===== config.mk =====
export PLATFORM = sky130hd
export DESIGN_NAME = tmclip_front
export DESIGN_NICKNAME = d
export VERILOG_FILES = /design/src/hw/rtl/tmclip_pkg.sv /design/src/hw/rtl/tmclip_front.sv
export SDC_FILE = /design/constraint.sdc
export NUM_CORES = 2
export LEC_CHECK = 0
export BUFFER_PORTS_ARGS = -buffer_cell sky130_fd_sc_hd__buf_2
export CORE_MARGIN = 3
export CORE_UTILIZATION = 61
export CTS_CLUSTER_DIAMETER = 30
export DETAILED_ROUTE_END_ITERATION = 7
export HOLD_SLACK_MARGIN = 0.03
export PLACE_DENSITY_LB_ADDON = 0.1
export SLEW_MARGIN = 20
export SYNTH_ARGS = -nofsm -noshare
export SYNTH_HDL_FRONTEND = slang
export SYNTH_SLANG_ARGS = --single-unit

===== constraint.sdc =====
create_clock -name clk_i -period 10.23 [get_ports clk_i]
set_input_delay 1.5345 -clock clk_i [delete_from_list [all_inputs] [get_ports clk_i]]
set_output_delay 1.5345 -clock clk_i [all_outputs]
set_load 0.01 [all_outputs]

===== src/hw/rtl/tmclip_pkg.sv =====
// ----------------------------------------------------------------------------
// tmclip_pkg
// Shared constants and types of the tile map velocity clip block.
// ----------------------------------------------------------------------------
package tmclip_pkg;

  // Map geometry: square map of MAP_SIDE x MAP_SIDE one-bit tiles.
  localparam int MAP_SIDE  = 64;
  localparam int IDX_W     = $clog2(MAP_SIDE);
  localparam int ADDR_W    = 2 * IDX_W;
  localparam int MAP_CELLS = MAP_SIDE * MAP_SIDE;

  // Map size registers are 7 bits wide; the effective size saturates here.
  localparam logic [6:0] MAP_LIM = 7'(MAP_SIDE);

  // Configuration register indexes.
  localparam logic [1:0] CFG_MAP_WIDTH  = 2'd0;
  localparam logic [1:0] CFG_MAP_HEIGHT = 2'd1;
  localparam logic [1:0] CFG_FRAME_TIME = 2'd2;
  localparam logic [1:0] CFG_HALF_SIZE  = 2'd3;

  // Input item kinds.
  localparam logic MODE_WRITE = 1'b0;
  localparam logic MODE_QUERY = 1'b1;

  // Depth of the queue between front and back (power of two).
  localparam int QDEPTH = 2;

  // Box corner arithmetic in signed Q.24 tiles.
  localparam int CW   = 37;        // corner width
  localparam int TI_W = CW - 24;   // signed tile index width after floor
  localparam int DX_W = 33;        // velocity times frame time

  typedef struct packed {
    logic [6:0]  map_width;
    logic [6:0]  map_height;
    logic [15:0] frame_time;
    logic [7:0]  half_size;
  } cfg_t;

  // Clamped tile range along one axis.
  typedef struct packed {
    logic             empty;
    logic [IDX_W-1:0] lo;
    logic [IDX_W-1:0] hi;
  } range_t;

  // Classified item handed from front to back.
  typedef struct packed {
    logic             is_query;
    logic [IDX_W-1:0] wr_x;
    logic [IDX_W-1:0] wr_y;
    logic             wr_wall;
    range_t           xf;   // x range around moved x
    range_t           xp;   // x range around current x
    range_t           yf;   // y range around moved y
    range_t           yp;   // y range around current y
  } qent_t;

endpackage


===== src/hw/rtl/tmclip_front.sv =====
// ----------------------------------------------------------------------------
// tmclip_front
// Accept items, predict the move and turn every query into clamped tile ranges.
// ----------------------------------------------------------------------------
module tmclip_front
  import tmclip_pkg::*;
(
  input  logic               clk_i,
  input  logic               rst_ni,
  input  logic               in_valid_i,
  output logic               in_ready_o,
  input  logic               mode_i,
  input  logic [5:0]         tile_x_i,
  input  logic [5:0]         tile_y_i,
  input  logic               is_wall_i,
  input  logic signed [17:0] pos_x_i,
  input  logic signed [17:0] pos_y_i,
  input  logic signed [15:0] vel_x_i,
  input  logic signed [15:0] vel_y_i,
  input  cfg_t               cfg_i,
  input  logic               clear_busy_i,
  output logic               push_o,
  output qent_t              push_data_o,
  input  logic               full_i
);

  localparam logic [1:0] F_IDLE = 2'd0;
  localparam logic [1:0] F_MUL  = 2'd1;
  localparam logic [1:0] F_PUSH = 2'd2;

  logic [1:0]             fst_q, fst_d;
  logic                   mode_q;
  logic [5:0]             tile_x_q, tile_y_q;
  logic                   wall_q;
  logic signed [17:0]     pos_x_q, pos_y_q;
  logic signed [15:0]     vel_x_q, vel_y_q;
  logic signed [DX_W-1:0] dx_q, dx_d, dy_q, dy_d;
  logic signed [CW-1:0]   px_c, py_c, fx_c, fy_c;
  logic [6:0]             lim_w, lim_h;
  logic                   accept;

  // Floor both corners to tile indexes and clamp them to the map in use.
  function automatic range_t axis_range(input logic signed [CW-1:0] c,
                                        input logic [7:0] half,
                                        input logic [6:0] lim);
    logic signed [CW-1:0]   hq;
    logic signed [CW-1:0]   lo_c, hi_c;
    logic signed [TI_W-1:0] lo_t, hi_t, lim_m1;
    range_t                 r;
    hq     = $signed({{(CW - 24){1'b0}}, half, 16'h0000});
    lo_c   = c - hq;
    hi_c   = c + hq;
    lo_t   = lo_c[CW-1:24];
    hi_t   = hi_c[CW-1:24];
    lim_m1 = $signed({{(TI_W - 7){1'b0}}, lim}) - TI_W'(1);
    if (lo_t < 0) begin
      lo_t = '0;
    end
    if (hi_t > lim_m1) begin
      hi_t = lim_m1;
    end
    r.empty = (lo_t > hi_t);
    r.lo    = lo_t[IDX_W-1:0];
    r.hi    = hi_t[IDX_W-1:0];
    return r;
  endfunction

  assign in_ready_o = (fst_q == F_IDLE) && !clear_busy_i;
  assign accept     = in_valid_i && in_ready_o;

  assign lim_w = (cfg_i.map_width  > MAP_LIM) ? MAP_LIM : cfg_i.map_width;
  assign lim_h = (cfg_i.map_height > MAP_LIM) ? MAP_LIM : cfg_i.map_height;

  assign px_c = $signed({{(CW - 34){pos_x_q[17]}}, pos_x_q, 16'h0000});
  assign py_c = $signed({{(CW - 34){pos_y_q[17]}}, pos_y_q, 16'h0000});
  assign fx_c = px_c + $signed({{(CW - DX_W){dx_q[DX_W-1]}}, dx_q});
  assign fy_c = py_c + $signed({{(CW - DX_W){dy_q[DX_W-1]}}, dy_q});

  always_comb begin
    push_data_o.is_query = (mode_q == MODE_QUERY);
    push_data_o.wr_x     = tile_x_q;
    push_data_o.wr_y     = tile_y_q;
    push_data_o.wr_wall  = wall_q;
    push_data_o.xf       = axis_range(fx_c, cfg_i.half_size, lim_w);
    push_data_o.xp       = axis_range(px_c, cfg_i.half_size, lim_w);
    push_data_o.yf       = axis_range(fy_c, cfg_i.half_size, lim_h);
    push_data_o.yp       = axis_range(py_c, cfg_i.half_size, lim_h);
  end

  assign push_o = (fst_q == F_PUSH) && !full_i;

  always_comb begin
    fst_d = fst_q;
    dx_d  = dx_q;
    dy_d  = dy_q;
    unique case (fst_q)
      F_IDLE: begin
        if (accept) begin
          fst_d = (mode_i == MODE_QUERY) ? F_MUL : F_PUSH;
        end
      end
      F_MUL: begin
        dx_d  = DX_W'(vel_x_q) * DX_W'($signed({1'b0, cfg_i.frame_time}));
        dy_d  = DX_W'(vel_y_q) * DX_W'($signed({1'b0, cfg_i.frame_time}));
        fst_d = F_PUSH;
      end
      F_PUSH: begin
        if (!full_i) begin
          fst_d = F_IDLE;
        end
      end
      default: begin
        fst_d = F_IDLE;
      end
    endcase
  end

  always_ff @(posedge clk_i or negedge rst_ni) begin
    if (!rst_ni) begin
      fst_q <= F_IDLE;
    end else begin
      fst_q <= fst_d;
    end
  end

  always_ff @(posedge clk_i) begin
    if (accept) begin
      mode_q   <= mode_i;
      tile_x_q <= tile_x_i;
      tile_y_q <= tile_y_i;
      wall_q   <= is_wall_i;
      pos_x_q  <= pos_x_i;
      pos_y_q  <= pos_y_i;
      vel_x_q  <= vel_x_i;
      vel_y_q  <= vel_y_i;
    end
    dx_q <= dx_d;
    dy_q <= dy_d;
  end

endmodule


== Word level (Yosys, flattened, before mapping) ==
Cells that the tools add are included.
Operators by class
  $add $sub $neg: 12
  multipliers: 2
  divide/modulo/power cells: 0
  $lt $le $gt $ge: 14
  equality and inequality tests: 4
  shift operators: 0
  multiplexer cells: 14
  bitwise logic cells: 0
  reductions and logical operators: 7
Operators with widths (count)
  two-way mux 13 bit: 8
  adder 35 x 25 -> 36 bit: 2
  subtractor 35 x 25 -> 36 bit: 2
  adder 34 x 25 -> 35 bit: 2
  adder 34 x 33 -> 35 bit: 2
  subtractor 34 x 25 -> 35 bit: 2
  multiplier 16 x 17 -> 33 bit: 2
  greater-than comparator 13 bit: 4
  greater-than comparator 12 x 8 -> 1 bit: 2
  less-than comparator 12 x 1 -> 1 bit, second input constant: 2
  greater-than comparator 11 x 8 -> 1 bit: 2
  less-than comparator 11 x 1 -> 1 bit, second input constant: 2
  subtractor 7 x 1 -> 8 bit, second input constant: 2
  greater-than comparator 7 bit, second input constant: 2
  two-way mux 7 bit: 2
  two-way mux 2 bit: 3
  one-hot mux 2 bit (3 select lines): 1
  inequality test 2 bit, second input constant: 2
  logical AND 1 bit: 3
  == test 2 x 1 -> 1 bit, second input constant: 1
  == test 2 bit, second input constant: 1
  zero test 1 bit: 2
  zero test 2 bit: 1
  AND reduction 2 bit: 1
Word-level totals
  bits in registers: 150
  bits in latches: 0
  memory bits (writable): 0
  ROM bits: 0
  bits of input ports: 125
  output and inout bits: 68
  logic and storage cells: 64
  memories: 0

== Logic depth before layout (Yosys ltp) ==
  depth in word-level cells: 6
  mapped depth: 36
  gate-level depth less buffers: 35

== Worst setup path before layout ==
No wires, ideal clock.
  path type: input to output
  start point: in cfg_i[1] (netlist name)
  end point: out push_data_o[38] (netlist name)
  arrival: 6874 ps
  required time: 8696 ps
  slack: 1821 ps
  cell stages on the path: 30
  buffers on the path: 0
  cell sequence: inv_1 > ha_1 > nand3b_1 > a21oi_1 > o21bai_1 > a21oi_1 > o21bai_1 > a2111oi_0 > nor2b_1 > nand2_1 > xnor2_1 > ha_1 > nand3_1 > o21bai_1 > a21oi_1 > o22ai_1 > nor2_1 > clkinv_1 > mux2i_1 > inv_1 > ha_1 > nor2b_1 > o21a_1 > o21ai_0 > nand2b_1 > a21oi_1 > o21ai_0 > a21oi_1 > nor2_1 > a211o_1
RTL lines
  start, declared: RTL line tmclip_front.sv:20  | input cfg_t cfg_i,
  end, declared: RTL line tmclip_front.sv:23  | output qent_t push_data_o,

==> summary.md <==
| Metric | Value |
|---|---|
| Area leader, netlist | `fa_1` |
| Worst setup EP type | `output port` |
| Residual DRC | `0` |
| Mean post-synth cell area | `between 9 and 10 um2` |
| Part of the cycle the worst path needs | `between 90 and 100%` |
| Starting Density | `between 60% and 70%` |
| Type of the worst setup path | `reg2out` |
| Cts hold-fix bufs | `0` |
| Synthesized cell area | `around 27000 um2` |
| Num CTS Buffers | `17` |
| Clk pin slew, worst setup/hold paths | `0.06 ns` |
| Seq/Total Area, Yosys | `12.9%` |
| Synthesis-stage register bit count | `118` |
| GRT overflow | `0` |
| Routed vias | `~21000` |
| Top cells by area, synth | `fa_1 28%, ha_1 19%, edfxtp_1 13%` |
| Placed cell area | `~29000 um2` |
| Number of flops mapped to enable cells by yosys | `116` |
| Die width | `between 200 and 250 um` |
| Hold path cells | `1` |
| Synth top area share | `between 20% and 30%` |
| Status | `complete, no violations` |
| FF-to-FF setup slack | `between 2 and 2.5 ns` |
| DP HPWL | `53.9 mm` |
| Post-CTS sizing | `0` |
| Final hold violation count | `0` |
| Layout Nets | `slightly above 4000` |
| I/O pin cnt | `between 150 and 200` |
| Cell area power density | `around 290 nW/um2` |
| Hold endpoint | `fst_q[1]` |
| Row cnt | `76` |
| Top cells by instance count after synthesis | `559 x inv_1, 422 x ha_1, 388 x fa_1` |
| Post-CTS setup buffer count | `0` |
| CP Max Fanout | `8` |
| Post-synth ARST share | `under 10%` |
| Fillers | `3572` |
| Worst r2r dst | `dy_q[32]` |
| H-tree depth | `4` |
| Gate Count Post-Synth | `around 3000` |
| Layout area overhead | `7.74%` |
| Worst Max-Slew Pin Slew | `0.987 ns` |
| Post-synth top flop | `edfxtp_1` |
| Hold Startpoint | `fst_q[1]` |
| Worst reg2reg path depth | `23` |
| Crit path max-delay cell type | `or4bb_1` |
| Num Clock Sinks | `118` |
| CTS tree | `built` |
| Largest net degree at the start of global routing | `53` |
| Clk root buf | `clkbuf_16` |
| Leakage Power | `about 15 nW` |
| Initial antenna violation count | `2` |
| Post-DR vias/cell | `approximately 5.7` |
| Number of global-route vias before repair | `around 22000` |
| Final ANT Viol Nets | `0` |
| RSZ-0062 raised after global routing | `false` |
| Final Cell Area | `around 29000 um2` |
| Core Region | `approximately 44000 um2` |
| Startpoint Class | `flop` |
| Max VDD drop | `~0.27 mV` |
| Netlist cell types | `90` |
| Die span in y | `~220 um` |
| Final WL | `just under 70 mm` |
| Worst Hold Class | `reg2reg` |
| Worst r2r src | `vel_y_q[7]` |
| Maximum clock path buffer count | `2` |
| Final setup vio count | `0` |
| Top-count cell post-synth | `inv_1` |
| Clock Latency Late Sink | `0.48 ns` |
| Setup TNS | `0 ns` |
| Die area | `~47000 um2` |
| DR pass1 iterations | `6` |
| Tot GR Track Use | `29.9%` |
| CP arrival | `7.79 ns` |
| Max_slew headroom | `~34%` |
| Max cap viols | `0` |
| # diodes | `0` |
| Synth Warn # | `0` |
| Peak Freq | `~110 MHz` |
| Worst path max stage delay | `roughly 0.50 ns` |
| Slew Limit Fails | `0` |
| I/O Buffers | `192` |
| Routability cong. | `~0.95` |
| Worst endpoint required time | `8.70 ns` |
| Worst Skew | `around 0.016 ns` |
| WL/cell | `~18 um` |
| Final min period | `about 9.3 ns` |
| First-pass GRT wire length | `around 110 mm` |
| Crit-path most repeated cell | `ha_1` |
| Share of cells above drive strength 1 | `8.75%` |
| DR iter-0 viols | `1459` |
[worst max path at each step]
stage | to | start
after floorplan | push_data_o[38] | cfg_i[1]
after global placement | push_data_o[51] | cfg_i[2]
after detailed placement | push_data_o[38] | cfg_i[1]
after CTS | push_data_o[51] | pos_x_q[0]
after global routing | push_data_o[51] | pos_x_q[0]
final | push_data_o[51] | pos_x_q[0]
[final cells by class]
cell class | instances | area, um2 | share of cell area, %
inverters | 560 | 2100 | 7.13
well taps | 585 | 732 | 2.48
clock buffers | 17 | 425 | 1.44
flip-flops and latches | 118 | 3530 | 12.0
clock inverters | 15 | 225 | 0.764
multi-input cells | 2235 | 21400 | 72.5
repair buffers | 209 | 1090 | 3.69
[power breakdown]
group,internal (mW),switching (mW),total [mW]
clock network,0.432,0.251,0.684
registers,0.840,0.0788,0.919
logic,2.93,4.06,6.99
total,4.20,4.39,8.59
[routing by layer]
metal / up-vias / track usage, % / part of all wire [%]
met5: - / 0 / 0.034
met4: 4 / 10.0 / 2.8
met3: 135 / 4.77 / 7.1
met2: 810 / 50.9 / 48
met1: 10472 / 39.1 / 42
li1: 9945 / - / -
[kinds of logic (layout without fill, tap and decap cells)]
| logic type | Yosys count | in the layout | synth area share [%] |
|---|---|---|---|
| AOI/OAI and AO/OA | 375 | 375 | 9.37 |
| xor gates and xnor gates | 116 | 116 | 3.71 |
| other | 1 | 4 | 0.0137 |
| and+or+nand+nor | 908 | 908 | 16.4 |
| DFF | 118 | 118 | 12.9 |
| adders and majority gates | 810 | 810 | 47.7 |
| buffers and inverters | 657 | 801 | 9.09 |
| muxes | 22 | 22 | 0.828 |
[placed cells by master, fill, tap and decap left out, types with 6 or more instances in the layout]
| cell type | synthesis | layout |
|---|---|---|
| nand4_1 | 21 | 21 |
| nor2_1 | 117 | 117 |
| inv_1 | 559 | 559 |
| nand3_1 | 33 | 33 |
| nand2b_1 | 48 | 48 |
| a21boi_0 | 7 | 7 |
| nor3_1 | 38 | 38 |
| xor2_1 | 37 | 37 |
| mux2i_1 | 17 | 17 |
| clkbuf_16 | 0 | 17 |
| fa_1 | 388 | 388 |
| o31ai_1 | 6 | 6 |
| xnor2_1 | 79 | 79 |
| edfxtp_1 | 116 | 116 |
| buf_4 | 3 | 17 |
| a21oi_1 | 111 | 111 |
| o21a_1 | 41 | 41 |
| o211ai_1 | 6 | 6 |
| nand2_1 | 369 | 369 |
| and3_1 | 9 | 9 |
| ha_1 | 422 | 422 |
| and2_1 | 194 | 193 |
| a31oi_1 | 12 | 12 |
| a21o_1 | 46 | 46 |
| o21ai_0 | 52 | 52 |
| o21bai_1 | 18 | 18 |
| buf_2 | 3 | 192 |
| nand3b_1 | 8 | 8 |
| a211oi_1 | 10 | 10 |
| nor2b_1 | 25 | 24 |
[stage by stage]
step	power (mW)	util, %	setup WS (ns)	hold slack, ns	cells
3_5_place_dp	7.83	66.1	1.03	0.604	3707
6_report	8.59	67.5	0.904	0.618	3739
4_1_cts	8.61	67.5	0.937	0.611	3739
5_1_grt	9.59	67.5	0.284	0.663	3739
2_1_floorplan	6.00	-	1.82	0.494	3010
3_3_place_gp	7.66	66.1	1.14	0.573	3707
[registers in the layout, indices dropped and copies added, names as in the netlist]
signal    count
mode_q        1
vel_x_q      16
dx_q         17
tile_y_q      6
wall_q        1
dy_q         17
vel_y_q      16
fst_q         2
tile_x_q      6
pos_y_q      18
pos_x_q      18
[worst max-delay path, delay by kind of cell, from the launching register on]
kind                     cells  cell delay, ns
AO/OA/AOI/OAI               12            2.21
AND/OR/NAND/NOR             10            2.10
adder cells (fa/ha/maj)      5            1.63
flip-flops                   1            0.46
multiplexers                 1            0.42
XOR/XNOR                     2            0.36
buffers and inverters        1            0.15
(Power assumes the default switching activity.)
