## src/hw/rtl/tmclip_pkg.sv

```systemverilog
// ----------------------------------------------------------------------------
// tmclip_pkg
// Shared constants and types of the tile map velocity clip block.
// ----------------------------------------------------------------------------
package tmclip_pkg;

  // Map geometry: square map of MAP_SIDE x MAP_SIDE one-bit tiles.
  localparam int MAP_SIDE  = 64;
  localparam int IDX_W     = $clog2(MAP_SIDE);
  localparam int ADDR_W    = 2 * IDX_W;
  localparam int MAP_CELLS = MAP_SIDE * MAP_SIDE;

  // Map size registers are 7 bits wide; the effective size saturates here.
  localparam logic [6:0] MAP_LIM = 7'(MAP_SIDE);

  // Configuration register indexes.
  localparam logic [1:0] CFG_MAP_WIDTH  = 2'd0;
  localparam logic [1:0] CFG_MAP_HEIGHT = 2'd1;
  localparam logic [1:0] CFG_FRAME_TIME = 2'd2;
  localparam logic [1:0] CFG_HALF_SIZE  = 2'd3;

  // Input item kinds.
  localparam logic MODE_WRITE = 1'b0;
  localparam logic MODE_QUERY = 1'b1;

  // Depth of the queue between front and back (power of two).
  localparam int QDEPTH = 2;

  // Box corner arithmetic in signed Q.24 tiles.
  localparam int CW   = 37;        // corner width
  localparam int TI_W = CW - 24;   // signed tile index width after floor
  localparam int DX_W = 33;        // velocity times frame time

  typedef struct packed {
    logic [6:0]  map_width;
    logic [6:0]  map_height;
    logic [15:0] frame_time;
    logic [7:0]  half_size;
  } cfg_t;

  // Clamped tile range along one axis.
  typedef struct packed {
    logic             empty;
    logic [IDX_W-1:0] lo;
    logic [IDX_W-1:0] hi;
  } range_t;

  // Classified item handed from front to back.
  typedef struct packed {
    logic             is_query;
    logic [IDX_W-1:0] wr_x;
    logic [IDX_W-1:0] wr_y;
    logic             wr_wall;
    range_t           xf;   // x range around moved x
    range_t           xp;   // x range around current x
    range_t           yf;   // y range around moved y
    range_t           yp;   // y range around current y
  } qent_t;

endpackage

```

## src/hw/rtl/tmclip_queue.sv

```systemverilog
// ----------------------------------------------------------------------------
// tmclip_queue
// Short register queue of classified items between front and back.
// ----------------------------------------------------------------------------
module tmclip_queue
  import tmclip_pkg::*;
(
  input  logic  clk_i,
  input  logic  rst_ni,
  input  logic  push_i,
  input  qent_t push_data_i,
  output logic  full_o,
  input  logic  pop_i,
  output qent_t pop_data_o,
  output logic  empty_o
);

  localparam int PW = $clog2(QDEPTH);
  localparam int CNT_W = $clog2(QDEPTH + 1);

  qent_t            slot_q [QDEPTH];
  logic [PW-1:0]    wr_ptr_q, wr_ptr_d;
  logic [PW-1:0]    rd_ptr_q, rd_ptr_d;
  logic [CNT_W-1:0] cnt_q, cnt_d;
  logic             do_push, do_pop;

  assign full_o     = (cnt_q == CNT_W'(QDEPTH));
  assign empty_o    = (cnt_q == '0);
  assign pop_data_o = slot_q[rd_ptr_q];
  assign do_push    = push_i && !full_o;
  assign do_pop     = pop_i && !empty_o;

  always_comb begin
    wr_ptr_d = wr_ptr_q;
    rd_ptr_d = rd_ptr_q;
    cnt_d    = cnt_q;
    if (do_push) begin
      wr_ptr_d = wr_ptr_q + PW'(1);
    end
    if (do_pop) begin
      rd_ptr_d = rd_ptr_q + PW'(1);
    end
    if (do_push && !do_pop) begin
      cnt_d = cnt_q + CNT_W'(1);
    end else if (!do_push && do_pop) begin
      cnt_d = cnt_q - CNT_W'(1);
    end
  end

  always_ff @(posedge clk_i or negedge rst_ni) begin
    if (!rst_ni) begin
      wr_ptr_q <= '0;
      rd_ptr_q <= '0;
      cnt_q    <= '0;
    end else begin
      wr_ptr_q <= wr_ptr_d;
      rd_ptr_q <= rd_ptr_d;
      cnt_q    <= cnt_d;
    end
  end

  always_ff @(posedge clk_i) begin
    if (do_push) begin
      slot_q[wr_ptr_q] <= push_data_i;
    end
  end

endmodule

```

## config.mk

```make
export PLATFORM = sky130hd
export DESIGN_NAME = tmclip_queue
export DESIGN_NICKNAME = d
export VERILOG_FILES = /design/src/hw/rtl/tmclip_pkg.sv /design/src/hw/rtl/tmclip_queue.sv
export SDC_FILE = /design/constraint.sdc
export NUM_CORES = 1
export LEC_CHECK = 0
export ABC_AREA = 1
export ABC_CLOCK_PERIOD_IN_PS = 5100
export BUFFER_PORTS_ARGS = -buffer_cell sky130_fd_sc_hd__buf_2
export CAP_MARGIN = 10
export CORE_UTILIZATION = 35
export CTS_BUF_LIST = sky130_fd_sc_hd__clkbuf_2 sky130_fd_sc_hd__clkbuf_4 sky130_fd_sc_hd__clkbuf_8
export CTS_CLUSTER_SIZE = 40
export DETAILED_ROUTE_END_ITERATION = 16
export GPL_TIMING_DRIVEN = 0
export PLACE_DENSITY = 0.55
export SYNTH_ARGS = -nofsm -noshare
export SYNTH_HDL_FRONTEND = slang
export SYNTH_SLANG_ARGS = --single-unit
export TNS_END_PERCENT = 50
```

## constraint.sdc

```tcl
create_clock -name clk_i -period 5.1 [get_ports clk_i]
set_input_delay 0.51 -clock clk_i [delete_from_list [all_inputs] [get_ports clk_i]]
set_output_delay 0.51 -clock clk_i [all_outputs]
set_load 0.005 [all_outputs]
```

# [Yosys cells after proc, flatten, opt, wreduce, memory -nomap -nowiden]
# Memory sizes are Yosys's and may differ from the RTL's.
# Cells that the tools add are included.
[totals] register_bits=4 ram_bits=132 in_bits=70 output_inout_bits=68 elab_cells=23 memories=1
[memory_table] name="slot_q" depth=2 word_bits=66 rd=1 rd_clocked_by_memory_dff=0 write_ports=1 line="tmclip_queue.sv:21" text="qent_t slot_q [QDEPTH];"
[op_classes] add_sub_neg=4 n_eq_ne=1 n_mux=4 n_reduce_logical=10
[op_table] operator="$logic_and A1 B1 Y1" count=4
[op_table] operator="$logic_not A1 Y1" count=4
[op_table] operator="$mux W2" count=2
[op_table] operator="$add A1 B1 Y1 const B" count=2
[op_table] operator="$add A2 B1 Y2 const B" count=1
[op_table] operator="$eq A2 B2 Y1 const B" count=1
[op_table] operator="$logic_not A2 Y1" count=1
[op_table] operator="$mux W1" count=2
[op_table] operator="$reduce_bool A2 Y1" count=1
[op_table] operator="$sub A2 B1 Y2 const B" count=1

# [Depth between registers and ports, before layout]
# Gate-level depths: netlist of run 1.
[logic_depth] word_depth=7 ltp_mapped=9 mapped_depth_nobuf=9

# [Least setup slack after synthesis of run 1]
# OpenSTA, ideal clock, no wires.
[synth_timing] kind="in2reg" start="input push_i" end="memory slot_q[1][0] in the netlist's numbering, enable pin" setup_time_ns=0.490 t_arrival_ns=3.374 t_required_ns=4.610 slack_ns=1.235 cell_stages=2 n_path_buf=0 cell_sequence="o21ai_0 nor2_1"
[synth_between] elab_chain_len=3
[synth_rtl] item="from (decl)" line="tmclip_queue.sv:10" text="input logic push_i,"
[synth_rtl] item="$logic_and A1 B1 Y1" line="tmclip_queue.sv:30" text="assign do_push = push_i && !full_o;"
[synth_rtl] item="$mux W1" line="tmclip_queue.sv:63" text="if (do_push) begin"
[synth_rtl] item="$mux W1 (not written as such)" line="tmclip_queue.sv:64" text="slot_q[wr_ptr_q] <= push_data_i;"
[synth_rtl] item="to (decl)" line="tmclip_queue.sv:21"
# Every way passes these cells.

==> results of run 1 <==
==> cells in the mapped netlist (all sizes together) <==
cell type,number,area share
nand3,1,0.00099
ha,1,0.0025
nand2,207,0.15
o21ai,2,0.0020
inv,8,0.0059
nand4,1,0.0012
nor2,4,0.0030
dfrtp,4,0.020
xnor2,1,0.0017
buf,15,0.022
edfxtp,132,0.79
nand3b,1,0.0015
==> cells by family (layout without fill, tap and decap cells) <==
kind of cell | count (synthesis) | count (layout)
AOI/OAI and AO/OA | 2 | 2
xor gates and xnor gates | 1 | 1
adders and majority gates | 1 | 1
buffers and inverters | 23 | 193
DFF | 136 | 136
and+or+nand+nor | 214 | 214
==> flip-flops by register name, indices dropped and copies added (netlist names) <==
signal,count
slot_q,132
rd_ptr_q,1
cnt_q,2
wr_ptr_q,1
==> metal layers <==
metal  global-route usage  up-vias  routed length [µm]
met5                    0        -                   0
met4               0.0732        0                 197
li1                     -     1584                   -
met3               0.0510       16                 619
met1                0.168     1494                4380
met2                0.231       94                4900
==> worst max path at each step <==
stage	start	endpoint	slack, ns	depth (start not counted)
3_3_place_gp	push_i	slot_q[1][20]$_DFFE_PP_	-0.71	3
4_1_cts	rd_ptr_q$_DFFE_PN0P_	pop_data_o[18]	2.94	7
3_5_place_dp	push_i	slot_q[0][13]$_DFFE_PP_	3.13	6
5_1_grt	rd_ptr_q$_DFFE_PN0P_	pop_data_o[17]	2.86	7
2_1_floorplan	push_i	slot_q[1][0]$_DFFE_PP_	1.24	2
6_report	rd_ptr_q$_DFFE_PN0P_	pop_data_o[18]	3.01	7
==> layout make-up <==
type / instances / area, µm² / share of cell area
well taps: 180 / 225 / 0.0354
flip-flops and latches: 136 / 4060 / 0.639
inverters: 8 / 32.5 / 0.00512
plain buffers: 15 / 111 / 0.0175
clock buffers: 20 / 256 / 0.0404
repair buffers: 141 / 756 / 0.119
clock inverters: 9 / 61.3 / 0.00965
multi-input cells: 218 / 850 / 0.134
==> metrics by stage <==
step	setup slack, ns	hold slack [ns]	power [W]	TNS, ns
after detailed placement	3.13	0.325	0.00276	0
final	3.01	0.266	0.00345	0
after CTS	2.94	0.220	0.00352	0
after floorplan	1.24	0.214	0.00223	0
after global placement	-0.711	0.321	0.00274	-46.56
after global routing	2.86	0.223	0.00371	0
==> power breakdown <==
group	leakage, nW	total, W	switching (W)	internal, W
sequential	1.28	0.00158	0.0000616	0.00152
combinational	1.33	0.00112	0.000685	0.000439
clock	0.165	0.000740	0.000360	0.000380
total	2.77	0.00345	0.00111	0.00234
==> repair_timing <==
| action | 4_1_cts | 5_1_grt |
|---|---|---|
| hold endpoints to repair | 4 | 0 |
| buffers inserted | 0 | 0 |
| endpoints found under the setup margin | 0 | 0 |
| hold buffers | 1 | 0 |
==> run_results.csv, run 1 <==
group,metric,value,unit
placement,dpl_cell_area,6030,µm²
routing,final_antenna_net_count,0,
yosys,yosysUniqueCellTypes,15,
final_layout,antenna-diode-count,0,
routing,via_per_inst,4.39,
yosys,syn_nets,448,
critical_path,r2r_cells,5,
yosys,synth_compound_area_frac,0.00198,
timing,final_hold_viol_count,0,
hold_path,min_to,"slot_q[1][63]$_DFFE_PP_",
clock_network,clock_path_buffers,2,
timing,final_max_slew_viol_count,0,
routing,routed_wl,10100,µm
routing,wl_per_cell,13.9,µm
critical_path,cp_data_required_time,4.59,ns
clock_network,cts_tree,"built",
die,fp.dieW,122,µm
yosys,muxShareOfSynthArea,0,
clock_network,clk_latency,0.43,ns
yosys,yosys.area_share.simple,0.161,
timing,clock_skew,0.00970,ns
timing,finalCritPeriodShare,0.409,
routing,vias,3188,
critical_path,cp.buffers_inverters,5,
timing,fmax,479,MHz
final_layout,num-nets-final,608,
timing,worst_slew_pin_slew,0.559,ns
timing,fin_crit,2.09,ns
yosys,syn_inst,377,
die,dieArea,14900,µm²
final_layout,drive_gt1_frac,0.329,
hold_path,hp-class,"input port to flip-flop",
final_layout,instances_no_fill,727,
yosys,ys_warn_count,0,
grt,grt_pass1_wl,15700,µm
critical_path,r2r-end,"slot_q[0][13]$_DFFE_PP_",
hold_path,hp-start,"push_data_i[63]",
hold_path,holdPathStages,1,
power,peakVddDrop,0.000355,V
final_layout,fin_area,6360,µm²
critical_path,reg2reg_slack,3.23,ns
grt,antenna_found_initial,0,
critical_path,cpPeakStageDelay,0.36,ns
final_layout,area_delta_synth_final,25.9,%
yosys,syn_avg_cell_area,13.4,µm²
grt,grt_max_degree,36,
routing,drt-initial-drc-count,146,
clock_network,cts.sink_count,136,
critical_path,crit_path_top_delay_cell,"dfrtp_1",
yosys,synthesis.area,5050,µm²
final_layout,layout_commonest_cell,"nand2_1",
routing,dr.pass1.iters,4,
die,io_pins,138,
grt,grt_usage,0.143,
clock_network,h-tree-depth,4,
critical_path,crit_family,"buffers and inverters",
timing,rsz0062_at_grt,"no",
critical_path,r2r-start,"cnt_q[0]$_DFFE_PN0P_",
critical_path,cp_max_fo,10,
grt,grt_pass1_vias,3251,
critical_path,cp.arrival,1.58,ns
yosys,synth_xor_xnor_area_share,0.00174,
final_layout,fillerInstances,1342,
clock_network,cts_buffers,17,
routing,route.detailed.drc,0,
power,p_per_area,542,nW/µm²
flow_run,maxCapViolCount,0,
clock_network,clock-root-buffer,"clkbuf_8",
placement,gp_congestion,0.696,
yosys,seq_area_frac_synth,0.805,
yosys,synthAdderAreaFrac,0.00248,
yosys,synth-seq-cells,136,
die,start_util,0.361,
die,dieHeight,122,µm
critical_path,path_cells,"buf_4 -> inv_2 -> buf_6 -> buf_6 -> nand2_1 -> nand2_1 -> buf_2",
critical_path,start_kind,"flip-flop",
clock_network,clk_pin_slew_worst_paths,0.07,ns
clock_network,cts_resized,0,
placement,io_buffers,137,
final_layout,layout_common_cells,"207 x nand2_1, 145 x buf_2, 132 x edfxtp_1",
timing,slew_headroom,0.626,
final_layout,finish.utilization,0.454,
critical_path,critPathKind,"flip-flop to output pin",
die,rows,43,
placement,dpl.hpwl,6720,µm
power,p_leak,2.77,nW
timing,setup-violations-final,0,
outcome,outcome,"finished, final reports clean",
critical_path,worst_setup_path_end_kind,"output pin",
placement,dp.cells,697,
yosys,synth_top_family_by_area,"simple AND/OR/NAND/NOR gates",
grt,grt_overflow,0,
die,core_area,14000,µm²
(Power assumes the default switching activity.)
==> inputs of run 2 (changes only) <==
ABC_CLOCK_PERIOD_IN_PS = 1750   (was 5100)
PLACE_DENSITY = 0.57   (was 0.55)
clock period = 1.75 ns   (was 5.1 ns; I/O delays follow)
==> run_results.csv, run 2 (same netlist as run 1, synthesis figures left out) <==
group,metric,value,unit
routing,vias,3492,
timing,setup-violations-final,0,
hold_path,holdPathStages,4,
clock_network,clock-root-buffer,"clkbuf_8",
critical_path,cp_data_required_time,1.57,ns
critical_path,cp.arrival,1.54,ns
routing,wl_per_cell,13.9,µm
clock_network,h-tree-depth,4,
routing,via_per_inst,4.33,
timing,rsz0062_at_grt,"yes",
critical_path,start_kind,"flip-flop",
critical_path,cpPeakStageDelay,0.39,ns
timing,fmax,584,MHz
hold_path,hp-class,"input port to flip-flop",
timing,finalCritPeriodShare,0.978,
critical_path,r2r-end,"slot_q[0][20]$_DFFE_PP_",
timing,fin_crit,1.71,ns
timing,worst_slew_pin_slew,0.294,ns
die,fp.dieW,122,µm
critical_path,path_cells,"buf_6 -> inv_8 -> clkbuf_16 -> clkbuf_16 -> nand2_1 -> nand2_1 -> buf_2",
final_layout,reg_top3,"slot_q: 132 flops, cnt_q: 2 flops",
final_layout,area_delta_synth_final,47.0,%
outcome,outcome,"finished, final reports clean",
clock_network,clock_path_buffers,2,
die,dieHeight,122,µm
critical_path,r2r-start,"cnt_q[1]$_DFFE_PN0P_",
grt,grt_usage,0.153,
power,peakVddDrop,0.000764,V
grt,grt.busiest_layer,"met2",
placement,io_buffers,137,
die,core_area,14000,µm²
routing,final_antenna_net_count,0,
critical_path,r2r_cells,6,
grt,grtUsageMet1,0.184,
die,rows,43,
placement,dpl.hpwl,6740,µm
grt,grt_util_met3,0.0431,
grt,use_met2,0.250,
clock_network,cts_buffers,17,
final_layout,largest_reg_flops,132,
grt,grt_pass1_vias,3356,
hold_path,hp-start,"push_i",
power,p_per_area,1530,nW/µm²
grt,grt_overflow,0,
routing,routed_wl,11200,µm
critical_path,crit_path_top_delay_cell,"dfrtp_1",
routing,drt-initial-drc-count,165,
clock_network,clk_pin_slew_worst_paths,0.07,ns
routing,route.detailed.drc,0,
final_layout,layout_commonest_cell,"nand2_1",
routing,dr.pass1.iters,4,
clock_network,clk_latency,0.44,ns
clock_network,cts_tree,"built",
timing,final_max_slew_viol_count,0,
die,io_pins,138,
final_layout,antenna-diode-count,0,
timing,slew_headroom,0.803,
critical_path,reg2reg_slack,0.17,ns
hold_path,min_to,"wr_ptr_q$_DFFE_PN0P_",
final_layout,layout_common_cells,"185 x nand2_1, 138 x buf_2, 132 x edfxtp_1",
critical_path,critPathKind,"flip-flop to output pin",
placement,gp_congestion,0.675,
flow_run,maxCapViolCount,0,
placement,dpl_cell_area,6040,µm²
critical_path,worst_setup_path_end_kind,"output pin",
final_layout,drive_gt1_frac,0.356,
critical_path,cp_max_fo,5,
timing,final_hold_viol_count,0,
timing,fin_tns_setup,0,ns
final_layout,fin_area,7420,µm²
final_layout,num-nets-final,686,
clock_network,cts.sink_count,136,
die,start_util,0.361,
final_layout,regMostFlops,"slot_q",
die,dieArea,14900,µm²
grt,antenna_found_initial,0,
grt,grt_pass1_wl,16700,µm
timing,clock_skew,0.00682,ns
grt,grt_max_degree,36,
power,p_leak,3.20,nW
==> run 2: cell count changes in the layout (fill, tap and decap cells not counted), sizes merged <==
cell | before | now
dlygate4sd3 | 1 | 68
clkbuf | 20 | 27
clkinvlp | 0 | 4
buf | 155 | 158
bufinv | 1 | 3
clkinv | 8 | 6
inv | 8 | 7
==> run 2: critical path: cells and delay by family (launching register included) <==
kind	cells	cell delay [ns]
AND/OR/NAND/NOR	2	0.10
flip-flops	1	0.39
buffers and inverters	5	0.60
==> run 2: timing repair <==
item                                   4_1_cts  5_1_grt
setup endpoints to repair                  113      118
hold buffers                                68        0
pin swaps                                    0        7
endpoints found under the hold margin      137        0
buffers inserted                             2        4
cloned                                       1        4
resized for setup                           13       37
==> run 2: layer usage <==
metal  vias up  wire length, µm
met1      1627             4900
met4         0              239
met3        19              502
li1       1749                -
met5         -                0
met2        97             5580
==> run 2: area by class of cell <==
type,count,area [µm²]
timing repair buffer,218,1580
multi-input combinational,218,936
timing repair inverter,1,7.51
clock inverter,11,131
clock buffer,20,256
fill,1248,6570
tap,180,225
sequential,136,4070
inverter,8,41.3
buffer,15,170
==> run 2: where the power goes <==
part           switching [W]  internal (W)  total, W
clock network        0.00114       0.00142   0.00256
registers           0.000214       0.00444   0.00465
logic                0.00224       0.00187   0.00411
total                0.00360       0.00773    0.0113
==> run 2: how the worst max path moves through the flow <==
stage | start | cells after the start | to | slack, ns
final | rd_ptr_q$_DFFE_PN0P_ | 7 | pop_data_o[30] | 0.04
after floorplan | cnt_q[0]$_DFFE_PN0P_ | 4 | slot_q[0][0]$_DFFE_PP_ | -0.32
after detailed placement | cnt_q[1]$_DFFE_PN0P_ | 6 | slot_q[0][13]$_DFFE_PP_ | -0.47
after global routing | rd_ptr_q$_DFFE_PN0P_ | 7 | pop_data_o[30] | -0.08
after global placement | cnt_q[1]$_DFFE_PN0P_ | 5 | slot_q[0][12]$_DFFE_PP_ | -1.00
after CTS | rd_ptr_q$_DFFE_PN0P_ | 6 | pop_data_o[11] | -0.03
==> run 2: through the flow <==
step	utilization	total power (W)	hold WS, ns	cells	setup WS [ns]
global route	0.530	0.0121	0.0245	807	-0.0764
floorplan	-	0.00650	-0.121	377	-0.321
CTS	0.513	0.0110	0.00831	799	-0.0291
finish	0.530	0.0113	0.0379	807	0.0380
global placement	0.427	0.00796	-0.0148	694	-1.00
detailed placement	0.432	0.00810	-0.0128	697	-0.471
